**config.mk**
```make
export PLATFORM = sky130hd
export DESIGN_NAME = modbus_rtu_register_slave_top
export DESIGN_NICKNAME = d
export VERILOG_FILES = /design/src/rtl/core/mbrs_pkg.sv /design/src/rtl/core/mbrs_ctrl.sv /design/src/rtl/core/mbrs_dp.sv /design/src/rtl/core/modbus_rtu_register_slave_top.sv
export SDC_FILE = /design/constraint.sdc
export NUM_CORES = 2
export LEC_CHECK = 0
export BUFFER_PORTS_ARGS = -buffer_cell sky130_fd_sc_hd__buf_2
export CAP_MARGIN = 15
export CORE_MARGIN = 4
export CORE_UTILIZATION = 48
export DETAILED_ROUTE_END_ITERATION = 6
export GPL_ROUTABILITY_DRIVEN = 0
export GPL_TIMING_DRIVEN = 0
export PLACE_DENSITY = 0.71
export SLEW_MARGIN = 20
export SYNTH_ARGS = -nofsm -noshare
export SYNTH_HDL_FRONTEND = slang
export SYNTH_HIERARCHICAL = 1
export SYNTH_SLANG_ARGS = --single-unit
```
**constraint.sdc**
```tcl
create_clock -name clk -period 18.29 [get_ports clk]
set_clock_uncertainty 0.2 [all_clocks]
set_input_delay 0 -clock clk [delete_from_list [all_inputs] [get_ports clk]]
set_output_delay 0 -clock clk [all_outputs]
set_load 0.01 [all_outputs]
```
**src/rtl/core/mbrs_pkg.sv**
```systemverilog
package mbrs_pkg;

    // Outcome of the frame decode.
    localparam logic [1:0] RESP_DROP  = 2'd0;
    localparam logic [1:0] RESP_READ  = 2'd1;
    localparam logic [1:0] RESP_WRITE = 2'd2;
    localparam logic [1:0] RESP_EXC   = 2'd3;

    // Function codes and exception codes.
    localparam logic [7:0] FN_READ_HOLD  = 8'h03;
    localparam logic [7:0] FN_READ_INPUT = 8'h04;
    localparam logic [7:0] FN_WRITE_MULT = 8'h10;
    localparam logic [7:0] FN_EXC_FLAG   = 8'h80;
    localparam logic [7:0] EXC_FUNCTION  = 8'h01;
    localparam logic [7:0] EXC_ADDRESS   = 8'h02;
    localparam logic [7:0] EXC_VALUE     = 8'h03;

    localparam logic [15:0] CRC_INIT = 16'hFFFF;
    localparam logic [15:0] CRC_POLY = 16'hA001;

    // Response byte selection.
    localparam logic [3:0] SEL_ADDR    = 4'd0;
    localparam logic [3:0] SEL_FN      = 4'd1;
    localparam logic [3:0] SEL_FN_EXC  = 4'd2;
    localparam logic [3:0] SEL_B2      = 4'd3;
    localparam logic [3:0] SEL_H3      = 4'd4;
    localparam logic [3:0] SEL_H4      = 4'd5;
    localparam logic [3:0] SEL_H5      = 4'd6;
    localparam logic [3:0] SEL_RD_HI   = 4'd7;
    localparam logic [3:0] SEL_RD_LO   = 4'd8;
    localparam logic [3:0] SEL_CRC_LO  = 4'd9;
    localparam logic [3:0] SEL_CRC_HI  = 4'd10;

    typedef struct packed {
        logic       acc_link;
        logic       acc_local;
        logic       frame_end;
        logic       cnt_clr;
        logic       cnt_inc;
        logic       hdr_phase;
        logic       wr_phase;
        logic       rf_rd;
        logic       crc_init;
        logic       emit;
        logic [3:0] sel;
        logic       last;
    } mbrs_cmd_t;

    typedef struct packed {
        logic [1:0] resp;
        logic       hdr_done;
        logic       wr_done;
        logic       rd_last;
        logic       num_zero;
        logic       tx_free;
    } mbrs_stat_t;

    // One byte of the reflected CRC-16.
    function automatic logic [15:0] crc16_step(input logic [15:0] crc, input logic [7:0] b);
        logic [15:0] c;
        c = crc ^ {8'h00, b};
        for (int k = 0; k < 8; k++)
        begin
            c = c[0] ? ((c >> 1) ^ CRC_POLY) : (c >> 1);
        end
        return c;
    endfunction

endpackage

```
**src/rtl/core/mbrs_ctrl.sv**
```systemverilog
module mbrs_ctrl (
    input  logic                clk,
    input  logic                rst_n,
    input  logic                in_valid,
    input  logic                in_kind,
    input  logic                in_last,
    output logic                in_ready,
    input  mbrs_pkg::mbrs_stat_t stat,
    output mbrs_pkg::mbrs_cmd_t  cmd
);

    localparam logic [3:0] S_IDLE   = 4'd0;
    localparam logic [3:0] S_HDR    = 4'd1;
    localparam logic [3:0] S_CHECK  = 4'd2;
    localparam logic [3:0] S_WR     = 4'd3;
    localparam logic [3:0] S_E_ADDR = 4'd4;
    localparam logic [3:0] S_E_FN   = 4'd5;
    localparam logic [3:0] S_E_B2   = 4'd6;
    localparam logic [3:0] S_E_H3   = 4'd7;
    localparam logic [3:0] S_E_H4   = 4'd8;
    localparam logic [3:0] S_E_H5   = 4'd9;
    localparam logic [3:0] S_RD_FET = 4'd10;
    localparam logic [3:0] S_RD_HI  = 4'd11;
    localparam logic [3:0] S_RD_LO  = 4'd12;
    localparam logic [3:0] S_CRC_LO = 4'd13;
    localparam logic [3:0] S_CRC_HI = 4'd14;

    logic [3:0] state_reg;
    logic [3:0] state_next;

    assign in_ready = (state_reg == S_IDLE);

    always_comb
    begin
        state_next = state_reg;
        cmd        = '0;
        case (state_reg)
            S_IDLE:
            begin
                if (in_valid)
                begin
                    if (in_kind)
                    begin
                        cmd.acc_local = 1'b1;
                    end
                    else
                    begin
                        cmd.acc_link = 1'b1;
                        if (in_last)
                        begin
                            cmd.frame_end = 1'b1;
                            cmd.cnt_clr   = 1'b1;
                            state_next    = S_HDR;
                        end
                    end
                end
            end
            S_HDR:
            begin
                cmd.hdr_phase = 1'b1;
                cmd.cnt_inc   = 1'b1;
                if (stat.hdr_done)
                begin
                    state_next = S_CHECK;
                end
            end
            S_CHECK:
            begin
                cmd.cnt_clr  = 1'b1;
                cmd.crc_init = 1'b1;
                case (stat.resp)
                    mbrs_pkg::RESP_DROP:  state_next = S_IDLE;
                    mbrs_pkg::RESP_WRITE: state_next = S_WR;
                    default:              state_next = S_E_ADDR;
                endcase
            end
            S_WR:
            begin
                cmd.wr_phase = 1'b1;
                cmd.cnt_inc  = 1'b1;
                if (stat.wr_done)
                begin
                    cmd.cnt_clr = 1'b1;
                    state_next  = S_E_ADDR;
                end
            end
            S_E_ADDR:
            begin
                cmd.sel = mbrs_pkg::SEL_ADDR;
                if (stat.tx_free)
                begin
                    cmd.emit   = 1'b1;
                    state_next = S_E_FN;
                end
            end
            S_E_FN:
            begin
                cmd.sel = (stat.resp == mbrs_pkg::RESP_EXC) ? mbrs_pkg::SEL_FN_EXC
                                                            : mbrs_pkg::SEL_FN;
                if (stat.tx_free)
                begin
                    cmd.emit   = 1'b1;
                    state_next = S_E_B2;
                end
            end
            S_E_B2:
            begin
                cmd.sel = mbrs_pkg::SEL_B2;
                if (stat.tx_free)
                begin
                    cmd.emit = 1'b1;
                    if (stat.resp == mbrs_pkg::RESP_READ)
                    begin
                        state_next = stat.num_zero ? S_CRC_LO : S_RD_FET;
                    end
                    else if (stat.resp == mbrs_pkg::RESP_WRITE)
                    begin
                        state_next = S_E_H3;
                    end
                    else
                    begin
                        state_next = S_CRC_LO;
                    end
                end
            end
            S_E_H3:
            begin
                cmd.sel = mbrs_pkg::SEL_H3;
                if (stat.tx_free)
                begin
                    cmd.emit   = 1'b1;
                    state_next = S_E_H4;
                end
            end
            S_E_H4:
            begin
                cmd.sel = mbrs_pkg::SEL_H4;
                if (stat.tx_free)
                begin
                    cmd.emit   = 1'b1;
                    state_next = S_E_H5;
                end
            end
            S_E_H5:
            begin
                cmd.sel = mbrs_pkg::SEL_H5;
                if (stat.tx_free)
                begin
                    cmd.emit   = 1'b1;
                    state_next = S_CRC_LO;
                end
            end
            S_RD_FET:
            begin
                cmd.rf_rd  = 1'b1;
                state_next = S_RD_HI;
            end
            S_RD_HI:
            begin
                cmd.sel = mbrs_pkg::SEL_RD_HI;
                if (stat.tx_free)
                begin
                    cmd.emit   = 1'b1;
                    state_next = S_RD_LO;
                end
            end
            S_RD_LO:
            begin
                cmd.sel = mbrs_pkg::SEL_RD_LO;
                if (stat.tx_free)
                begin
                    cmd.emit = 1'b1;
                    if (stat.rd_last)
                    begin
                        state_next = S_CRC_LO;
                    end
                    else
                    begin
                        cmd.cnt_inc = 1'b1;
                        state_next  = S_RD_FET;
                    end
                end
            end
            S_CRC_LO:
            begin
                cmd.sel = mbrs_pkg::SEL_CRC_LO;
                if (stat.tx_free)
                begin
                    cmd.emit   = 1'b1;
                    state_next = S_CRC_HI;
                end
            end
            S_CRC_HI:
            begin
                cmd.sel  = mbrs_pkg::SEL_CRC_HI;
                cmd.last = 1'b1;
                if (stat.tx_free)
                begin
                    cmd.emit   = 1'b1;
                    state_next = S_IDLE;
                end
            end
            default:
            begin
                state_next = S_IDLE;
            end
        endcase
    end

    always_ff @(posedge clk or negedge rst_n)
    begin
        if (!rst_n)
        begin
            state_reg <= S_IDLE;
        end
        else
        begin
            state_reg <= state_next;
        end
    end

endmodule

```
**src/rtl/core/mbrs_dp.sv**
```systemverilog
module mbrs_dp #(
    parameter int TABLE_DEPTH = 20,
    parameter int FRAME_BYTES = 256
) (
    input  logic                 clk,
    input  logic                 rst_n,
    input  mbrs_pkg::mbrs_cmd_t  cmd,
    output mbrs_pkg::mbrs_stat_t stat,
    input  logic                 cfg_wr_en,
    input  logic [7:0]           cfg_wr_data,
    input  logic [7:0]           rx_byte,
    input  logic [1:0]           local_bank,
    input  logic [4:0]           local_index,
    input  logic [15:0]          local_value,
    output logic                 tx_valid,
    input  logic                 tx_ready,
    output logic [7:0]           tx_byte,
    output logic                 tx_last
);

    localparam int AW = $clog2(FRAME_BYTES);
    localparam int LW = $clog2(FRAME_BYTES + 1);
    localparam int RD = 4 * TABLE_DEPTH;
    localparam int RW = $clog2(RD);
    localparam int CW = $clog2(2 * TABLE_DEPTH + 9);
    localparam logic [16:0] DEPTH17 = 17'(TABLE_DEPTH);

    logic [7:0]    slave_addr_reg;
    logic [7:0]    buf_mem [FRAME_BYTES];
    logic [7:0]    buf_q_reg;
    logic [LW-1:0] len_reg;
    logic          ovf_reg;
    logic [15:0]   crc_rx_reg;
    logic [LW-1:0] len_l_reg;
    logic          ovf_l_reg;
    logic          crc_ok_reg;
    logic [7:0]    hdr_reg [7];
    logic [7:0]    hi_reg;
    logic [CW-1:0] cnt_reg;
    logic [15:0]   rf_mem [RD];
    logic [RD-1:0] rf_vld_reg;
    logic [15:0]   rd_word_reg;
    logic [15:0]   crc_tx_reg;
    logic          out_valid_reg;
    logic [7:0]    out_data_reg;
    logic          out_last_reg;

    logic [15:0]   crc_rx_next;
    logic [LW-1:0] len_next;
    logic          ovf_next;
    logic [15:0]   num;
    logic [3:0]    bank;
    logic [11:0]   off;
    logic [16:0]   span;
    logic [16:0]   num2;
    logic [16:0]   len17;
    logic [7:0]    exc_code;
    logic [1:0]    resp;
    logic [AW-1:0] buf_rd_addr;
    logic [CW-1:0] cnt_m1;
    logic [RW-1:0] rf_rd_addr;
    logic          rf_we;
    logic [RW-1:0] rf_wa;
    logic [15:0]   rf_wd;
    logic [7:0]    emit_byte;

    // Receive side: length, overflow and running CRC.
    assign crc_rx_next = mbrs_pkg::crc16_step(crc_rx_reg, rx_byte);
    assign ovf_next    = ovf_reg | (len_reg == LW'(FRAME_BYTES));
    assign len_next    = (len_reg == LW'(FRAME_BYTES)) ? len_reg : len_reg + 1'b1;

    always_ff @(posedge clk or negedge rst_n)
    begin
        if (!rst_n)
        begin
            slave_addr_reg <= 8'd1;
            len_reg        <= '0;
            ovf_reg        <= 1'b0;
            crc_rx_reg     <= mbrs_pkg::CRC_INIT;
        end
        else
        begin
            if (cfg_wr_en)
            begin
                slave_addr_reg <= cfg_wr_data;
            end
            if (cmd.acc_link)
            begin
                if (cmd.frame_end)
                begin
                    len_reg    <= '0;
                    ovf_reg    <= 1'b0;
                    crc_rx_reg <= mbrs_pkg::CRC_INIT;
                end
                else
                begin
                    len_reg    <= len_next;
                    ovf_reg    <= ovf_next;
                    crc_rx_reg <= crc_rx_next;
                end
            end
        end
    end

    always_ff @(posedge clk)
    begin
        if (cmd.acc_link && cmd.frame_end)
        begin
            len_l_reg  <= len_next;
            ovf_l_reg  <= ovf_next;
            crc_ok_reg <= (crc_rx_next == 16'h0000);
        end
    end

    // Frame buffer, one write and one registered read port.
    assign buf_rd_addr = cmd.wr_phase ? AW'(7 + int'(cnt_reg)) : AW'(cnt_reg);

    always_ff @(posedge clk)
    begin
        if (cmd.acc_link && (len_reg != LW'(FRAME_BYTES)))
        begin
            buf_mem[len_reg[AW-1:0]] <= rx_byte;
        end
        buf_q_reg <= buf_mem[buf_rd_addr];
    end

    // Step counter.
    assign cnt_m1 = cnt_reg - 1'b1;

    always_ff @(posedge clk or negedge rst_n)
    begin
        if (!rst_n)
        begin
            cnt_reg <= '0;
        end
        else if (cmd.cnt_clr)
        begin
            cnt_reg <= '0;
        end
        else if (cmd.cnt_inc)
        begin
            cnt_reg <= cnt_reg + 1'b1;
        end
    end

    always_ff @(posedge clk)
    begin
        if (cmd.hdr_phase && (cnt_reg != '0))
        begin
            hdr_reg[cnt_m1[2:0]] <= buf_q_reg;
        end
        if (cmd.wr_phase && (cnt_reg != '0) && !cnt_m1[0])
        begin
            hi_reg <= buf_q_reg;
        end
    end

    // Frame decode.
    assign num   = {hdr_reg[4], hdr_reg[5]};
    assign bank  = hdr_reg[2][7:4];
    assign off   = {hdr_reg[2][3:0], hdr_reg[3]};
    assign span  = {5'd0, off} + {1'b0, num};
    assign num2  = {num, 1'b0};
    assign len17 = 17'(len_l_reg);

    always_comb
    begin
        resp     = mbrs_pkg::RESP_EXC;
        exc_code = mbrs_pkg::EXC_FUNCTION;
        if (ovf_l_reg || (len17 < 17'd4) || (hdr_reg[0] != slave_addr_reg) || !crc_ok_reg)
        begin
            resp = mbrs_pkg::RESP_DROP;
        end
        else if ((hdr_reg[1] == mbrs_pkg::FN_READ_HOLD) ||
                 (hdr_reg[1] == mbrs_pkg::FN_READ_INPUT))
        begin
            if (len17 < 17'd8)
            begin
                resp = mbrs_pkg::RESP_DROP;
            end
            else if ({1'b0, num} > DEPTH17)
            begin
                exc_code = mbrs_pkg::EXC_VALUE;
            end
            else if ((bank > 4'd3) || (span > DEPTH17))
            begin
                exc_code = mbrs_pkg::EXC_ADDRESS;
            end
            else
            begin
                resp = mbrs_pkg::RESP_READ;
            end
        end
        else if (hdr_reg[1] == mbrs_pkg::FN_WRITE_MULT)
        begin
            if (len17 < 17'd9)
            begin
                resp = mbrs_pkg::RESP_DROP;
            end
            else if (({1'b0, num} > DEPTH17) || ({9'd0, hdr_reg[6]} != num2) ||
                     (len17 < (num2 + 17'd9)))
            begin
                exc_code = mbrs_pkg::EXC_VALUE;
            end
            else if ((bank != 4'd0) || (span > DEPTH17))
            begin
                exc_code = mbrs_pkg::EXC_ADDRESS;
            end
            else
            begin
                resp = mbrs_pkg::RESP_WRITE;
            end
        end
    end

    // Register file with per-entry valid bits standing in for the reset clear.
    assign rf_rd_addr = RW'(int'(bank[1:0]) * TABLE_DEPTH + int'(off) + int'(cnt_reg));

    always_comb
    begin
        rf_we = 1'b0;
        rf_wa = RW'(int'(off) + int'(cnt_m1[CW-1:1]));
        rf_wd = {hi_reg, buf_q_reg};
        if (cmd.acc_local)
        begin
            rf_we = (int'(local_index) < TABLE_DEPTH);
            rf_wa = RW'(int'(local_bank) * TABLE_DEPTH + int'(local_index));
            rf_wd = local_value;
        end
        else if (cmd.wr_phase && (cnt_reg != '0) && cnt_m1[0])
        begin
            rf_we = 1'b1;
        end
    end

    always_ff @(posedge clk or negedge rst_n)
    begin
        if (!rst_n)
        begin
            rf_vld_reg <= '0;
        end
        else if (rf_we)
        begin
            rf_vld_reg[rf_wa] <= 1'b1;
        end
    end

    always_ff @(posedge clk)
    begin
        if (rf_we)
        begin
            rf_mem[rf_wa] <= rf_wd;
        end
        if (cmd.rf_rd)
        begin
            rd_word_reg <= rf_vld_reg[rf_rd_addr] ? rf_mem[rf_rd_addr] : 16'h0000;
        end
    end

    // Response byte selection and output register.
    always_comb
    begin
        case (cmd.sel)
            mbrs_pkg::SEL_ADDR:   emit_byte = slave_addr_reg;
            mbrs_pkg::SEL_FN:     emit_byte = hdr_reg[1];
            mbrs_pkg::SEL_FN_EXC: emit_byte = hdr_reg[1] + mbrs_pkg::FN_EXC_FLAG;
            mbrs_pkg::SEL_B2:
            begin
                if (resp == mbrs_pkg::RESP_READ)
                begin
                    emit_byte = {num[6:0], 1'b0};
                end
                else if (resp == mbrs_pkg::RESP_EXC)
                begin
                    emit_byte = exc_code;
                end
                else
                begin
                    emit_byte = hdr_reg[2];
                end
            end
            mbrs_pkg::SEL_H3:     emit_byte = hdr_reg[3];
            mbrs_pkg::SEL_H4:     emit_byte = hdr_reg[4];
            mbrs_pkg::SEL_H5:     emit_byte = hdr_reg[5];
            mbrs_pkg::SEL_RD_HI:  emit_byte = rd_word_reg[15:8];
            mbrs_pkg::SEL_RD_LO:  emit_byte = rd_word_reg[7:0];
            mbrs_pkg::SEL_CRC_LO: emit_byte = crc_tx_reg[7:0];
            mbrs_pkg::SEL_CRC_HI: emit_byte = crc_tx_reg[15:8];
            default:              emit_byte = 8'h00;
        endcase
    end

    always_ff @(posedge clk or negedge rst_n)
    begin
        if (!rst_n)
        begin
            out_valid_reg <= 1'b0;
        end
        else if (cmd.emit)
        begin
            out_valid_reg <= 1'b1;
        end
        else if (tx_ready)
        begin
            out_valid_reg <= 1'b0;
        end
    end

    always_ff @(posedge clk)
    begin
        if (cmd.crc_init)
        begin
            crc_tx_reg <= mbrs_pkg::CRC_INIT;
        end
        else if (cmd.emit && (cmd.sel != mbrs_pkg::SEL_CRC_LO) &&
                 (cmd.sel != mbrs_pkg::SEL_CRC_HI))
        begin
            crc_tx_reg <= mbrs_pkg::crc16_step(crc_tx_reg, emit_byte);
        end
        if (cmd.emit)
        begin
            out_data_reg <= emit_byte;
            out_last_reg <= cmd.last;
        end
    end

    assign tx_valid = out_valid_reg;
    assign tx_byte  = out_data_reg;
    assign tx_last  = out_last_reg;

    assign stat.resp     = resp;
    assign stat.hdr_done = (cnt_reg == CW'(7));
    assign stat.wr_done  = (17'(cnt_reg) == num2);
    assign stat.rd_last  = ((17'(cnt_reg) + 17'd1) == {1'b0, num});
    assign stat.num_zero = (num == 16'd0);
    assign stat.tx_free  = !out_valid_reg || tx_ready;

endmodule

```
**src/rtl/core/modbus_rtu_register_slave_top.sv**
```systemverilog
// Modbus RTU slave with four banks of TABLE_DEPTH 16-bit registers.
// Input channel (s_axis): one request per accepted beat. tuser 0 carries a
// received link byte, tlast marking the final byte of a frame; tuser 1 is a
// local register write into the bank and index carried in tdata.
// Output channel (m_axis): the response frame, one byte per beat, tlast on
// the second CRC byte. The station address is written through cfg_wr_en.
// Bytes and local writes are taken one per cycle while the block is idle.
// After the last byte of a frame the block reads seven header bytes back
// from the frame buffer, decodes them, copies write data into the
// register file at one byte per cycle, then sends the response, each
// register of a read passing through a fetch state for the register file
// port. s_axis_tready stays low from the end of a frame until the final
// response byte has been loaded into the output register; a dropped frame
// frees the input once the header read-back and decode are done.
// A stalled receiver holds the current byte in the output register and the
// sequencer waits for it. Reset clears the frame state, sets the address to
// 1 and marks every register as zero through per-entry valid bits; the
// frame buffer itself needs no clearing.
module modbus_rtu_register_slave_top #(
    parameter int TABLE_DEPTH = 20,
    parameter int FRAME_BYTES = 256
) (
    input  logic        clk,
    input  logic        rst_n,
    input  logic        cfg_wr_en,
    input  logic [7:0]  cfg_wr_data,
    input  logic        s_axis_tvalid,
    output logic        s_axis_tready,
    // rx_byte[7:0], local_bank[9:8], local_index[14:10], local_value[30:15], zero[31]
    input  logic [31:0] s_axis_tdata,
    // kind[0]
    input  logic        s_axis_tuser,
    input  logic        s_axis_tlast,
    output logic        m_axis_tvalid,
    input  logic        m_axis_tready,
    // tx_byte[7:0]
    output logic [7:0]  m_axis_tdata,
    output logic        m_axis_tlast
);

    mbrs_pkg::mbrs_cmd_t  cmd;
    mbrs_pkg::mbrs_stat_t stat;

    mbrs_ctrl u_ctrl (
        .clk      (clk),
        .rst_n    (rst_n),
        .in_valid (s_axis_tvalid),
        .in_kind  (s_axis_tuser),
        .in_last  (s_axis_tlast),
        .in_ready (s_axis_tready),
        .stat     (stat),
        .cmd      (cmd)
    );

    mbrs_dp #(
        .TABLE_DEPTH (TABLE_DEPTH),
        .FRAME_BYTES (FRAME_BYTES)
    ) u_dp (
        .clk         (clk),
        .rst_n       (rst_n),
        .cmd         (cmd),
        .stat        (stat),
        .cfg_wr_en   (cfg_wr_en),
        .cfg_wr_data (cfg_wr_data),
        .rx_byte     (s_axis_tdata[7:0]),
        .local_bank  (s_axis_tdata[9:8]),
        .local_index (s_axis_tdata[14:10]),
        .local_value (s_axis_tdata[30:15]),
        .tx_valid    (m_axis_tvalid),
        .tx_ready    (m_axis_tready),
        .tx_byte     (m_axis_tdata),
        .tx_last     (m_axis_tlast)
    );

`ifndef SYNTHESIS
    // A stalled response byte stays in the output register until it is taken.
    a_stall_holds_byte: assert property (@(posedge clk) disable iff (!rst_n)
        m_axis_tvalid && !m_axis_tready |=>
            m_axis_tvalid && $stable(m_axis_tdata) && $stable(m_axis_tlast))
        else $error("response byte changed while stalled");

    // Any earlier response byte means the response is still being built.
    a_body_blocks_input: assert property (@(posedge clk) disable iff (!rst_n)
        m_axis_tvalid && !m_axis_tlast |-> !s_axis_tready)
        else $error("input open while a response is in progress");

    // The end of a frame always starts the header read-back.
    a_frame_end_busy: assert property (@(posedge clk) disable iff (!rst_n)
        s_axis_tvalid && s_axis_tready && !s_axis_tuser && s_axis_tlast |=> !s_axis_tready)
        else $error("input not closed after end of frame");
`endif

endmodule

```
==> impl_results.md <==
* Share of layout cells above drive strength 1 at 27.69%
* Met2 Usage GRT at 36.57%
* Max-slew headroom at 17.00%
* Design area at 116800 um2
* Syn_nets at 5085
* PortBufs at 55
* Initial antenna violation count at 5
* Starting Density at 48.27%
* Crit-path max FO at 10
* Setup TNS at 0 ns
* # rows at 169
* Final ANT Viol Nets at 0
* Layout area overhead at 14.00%
* Logic pwr share at 40.4%
* Cell variety after synth at 107
* Kind of critical path: flop to flop
* Switching Fraction at 34.70%
* Pwr per Cell Area at 171.9 nW/um2
* DRT Wirelength at 251900 um
* RSZ-0062 raised after global routing: false
* Vias in the first global route at 52573
* Maximum VDD drop at 0.0001377 V
* Ys Warns at 6
* DR iter-0 viols at 7014
* Detailed-placement wirelength estimate at 169000 um
* Status: finished, final reports clean
* Nature of the critical path startpoint: flop
* P_sw at 0.006972 W
* Post-layout min period at 7.983 ns
* FF-to-FF path depth at 25
* Cell taking the most area after synthesis: edfxtp_1
* Flop pwr share at 35.3%
* Clk network pwr share at 24.3%
* Critical Path Start: u_dp/hdr_reg[5][4]$_DFFE_PP_
* Number of flops mapped to enable cells by yosys at 2404
* CTS root buffer: clkbuf_16
* Fmax at 125.3 MHz
* Remaining Overflow, GRT at 0
* Syn avg cell area at 20.56 um2
* DIE AREA at 221000 um2
* Nets at 5559
* Hold Crit Depth at 3
* P_int at 0.01312 W
* H-Tree Depth at 4
* Total global-route track usage at 22.77%
* Leak at 37.58 nW
* Yosys top cell area share at 70.44%
* Synth Flop Type: edfxtp_1
* Flops & latches, synth at 2553
* Worst Setup End Kind: flop
* TritonRoute pass-1 iters at 7
* Vias at 52453
* Synth area leaders: edfxtp_1 70%, mux4_2 16%, dfrtp_1 2.6%
* DP Area at 108200 um2
* Slew @ Worst Pin at 1.245 ns
* Die Width at 470.1 um
* HP Class: input port to flop
* Worst-Skew Late Latency at 0.87 ns
* Top Ports at 58
* Required @ worst endpoint at 18.86 ns
* Largest net degree at the start of global routing at 102
* Met3 usage at 4.297%
* First-pass GRT wire length at 368400 um
* Clock Sinks at 2553
* Most Crowded Layer GR: met2
* TritonCTS clock tree: done
* Final core utilization at 55.03%
* Hold path start: s_axis_tdata[1]
* DRC Markers at 0
* Maxcap violations at 0
* Final Setup Violations at 0
* Final-report hold violation count at 0
* Critical path arrival at 8.55 ns
* RR Startpoint: u_dp/hdr_reg[5][4]$_DFFE_PP_
* Clk slew on worst S/H paths at 0.07 ns
* Synth Cell Area at 102500 um2
* Vias/cell at 6.181
* Die Ht at 470.1 um
* Met1 GRT Util at 31.46%
* Max FFs per register at 1280
* Setup ws final at 10.31 ns
* Per-cell routed wire length at 29.68 um
* Pre-CTS WS at 10.57 ns
* Slew Limit Fails at 0
* Sequential share of the synthesized area at 73.98%
* Post-CTS Setup Inserts at 0
* CTS buffer count at 232
* Core Area at 212300 um2
* Clock buffer depth at 3
* Tcrit/Tclk final at 43.65%
* Synth async-reset ratio at 4.896%
* Cell count after synthesis at 4984
metal layers:
layer | up-vias | share of wire [%]
li1 | 21463 | -
met3 | 462 | 8.9
met4 | 2 | 4.1
met5 | - | 0.0032
met1 | 27808 | 38
met2 | 2718 | 49
synth_stat cells (all sizes together), types with 9 or more instances:
library cell / n
a21o: 13
and3: 22
xnor2: 63
a211oi: 10
o21ai: 74
mux4: 744
or2: 91
nand2b: 15
ha: 46
edfxtp: 2404
mux2: 43
dfstp: 17
nand4: 16
xor2: 36
o211ai: 15
a21oi: 68
and2: 12
inv: 48
nor4: 17
buf: 63
nand2: 206
clkbuf: 190
nor3: 25
nand3: 82
dfrtp: 108
nor2: 319
dfxtp: 24
mux2i: 55
or3: 9
nor2b: 19
layout make-up:
| class | instances | area, um2 |
|---|---|---|
| clock inverter | 144 | 1456 |
| tap | 2821 | 3530 |
| fill | 15769 | 95460 |
| clock buffer | 295 | 6231 |
| multi-input combinational | 2130 | 25850 |
| timing repair buffer | 240 | 2775 |
| buffer | 253 | 985.9 |
| inverter | 48 | 180.2 |
| sequential | 2553 | 75820 |
| antenna | 2 | 5.005 |
worst max-delay path, cell delays in order, from the launching register on:
cell	delay [ns]
edfxtp_1	0.34
clkbuf_1	0.73
and3_1	0.33
nand3_1	0.10
xor2_1	0.19
ha_1	0.30
o21ai_0	0.15
a2111oi_2	0.48
o2111ai_1	0.28
o31ai_4	0.45
inv_1	0.15
nand3b_1	0.13
a311oi_1	0.09
a21oi_1	0.14
clkbuf_1	0.37
clkbuf_1	0.37
clkbuf_1	0.48
clkbuf_1	0.36
nor2_1	0.12
a211oi_1	0.26
a211oi_1	0.10
a311o_2	0.43
xnor2_1	0.54
xnor2_2	0.25
xnor3_1	0.38
o21ai_1	0.14
layout by cell type (no fill, tap or decap), types with 21 or more instances in the layout:
master	netlist	routed
edfxtp_1	2404	2404
mux4_2	744	744
nor2_1	319	238
clkbuf_16	0	235
clkbuf_1	190	232
nand2_1	205	204
dfrtp_1	108	108
or2_2	89	89
nor2_2	0	81
nand3_1	80	78
buf_6	1	77
dlygate4sd3_1	0	69
a21oi_1	68	68
o21ai_0	66	66
xnor2_1	62	61
buf_2	7	58
mux2i_1	55	55
clkinv_2	0	47
clkinv_1	0	47
inv_1	47	47
ha_1	46	46
buf_1	54	43
xor2_1	35	33
bufinv_16	0	25
mux2_2	41	25
dfxtp_1	24	24
and3_1	21	21
logic make-up after synthesis:
| group | count (synthesis) | synth area share, % |
|---|---|---|
| flops | 2553 | 73.98 |
| buf+inv | 301 | 1.122 |
| compound gates | 267 | 1.793 |
| simple gates | 865 | 4.092 |
| fa+ha+maj | 54 | 0.7179 |
| mux | 842 | 17.37 |
| xor+xnor | 102 | 0.9278 |
what timing repair did:
action                                  4_1_cts  5_1_grt
gates resized for setup                       0        0
endpoints found under the setup margin        0        0
hold endpoints to repair                   2399        0
hold buffers                                 77        0
power by group through the flow:
stage / Clock (W) / Combinational, W / Sequential (W)
CTS: 0.00496 / 0.00807 / 0.00709
global route: 0.00522 / 0.00846 / 0.00711
detailed placement: 0 / 0.00802 / 0.00721
floorplan: 0 / 0.00520 / 0.00713
global placement: 0 / 0.00779 / 0.00722
finish: 0.00488 / 0.00811 / 0.00710
worst paths after layout:
check | end | slack (ns)
setup / recovery | u_dp/crc_tx_reg[0]$_SDFFE_PP1P_ | 10.31
hold / removal | u_dp/buf_mem[59][1]$_DFFE_PP_ | 0.05
setup reg to reg | u_dp/crc_tx_reg[0]$_SDFFE_PP1P_ | 10.31
hold reg to reg | u_dp/rf_vld_reg[13]$_DFFE_PN0P_ | 0.27
max in group asynchronous | u_dp/rf_vld_reg[76]$_DFFE_PN0P_ | 16.54
min in group asynchronous | u_ctrl/state_reg[0]$_DFFE_PN0P_ | 0.53
per-stage QoR:
stage               std cells  hold WS (ns)  power, W
floorplan                4984       -0.4956   0.01233
finish                   8486       0.05221   0.02009
global placement         7860       0.03705   0.01501
detailed placement       7967       -0.3114   0.01523
CTS                      8483       0.02115   0.02012
global route             8485       0.04461   0.02079
Power figures use the tool's default switching activity.
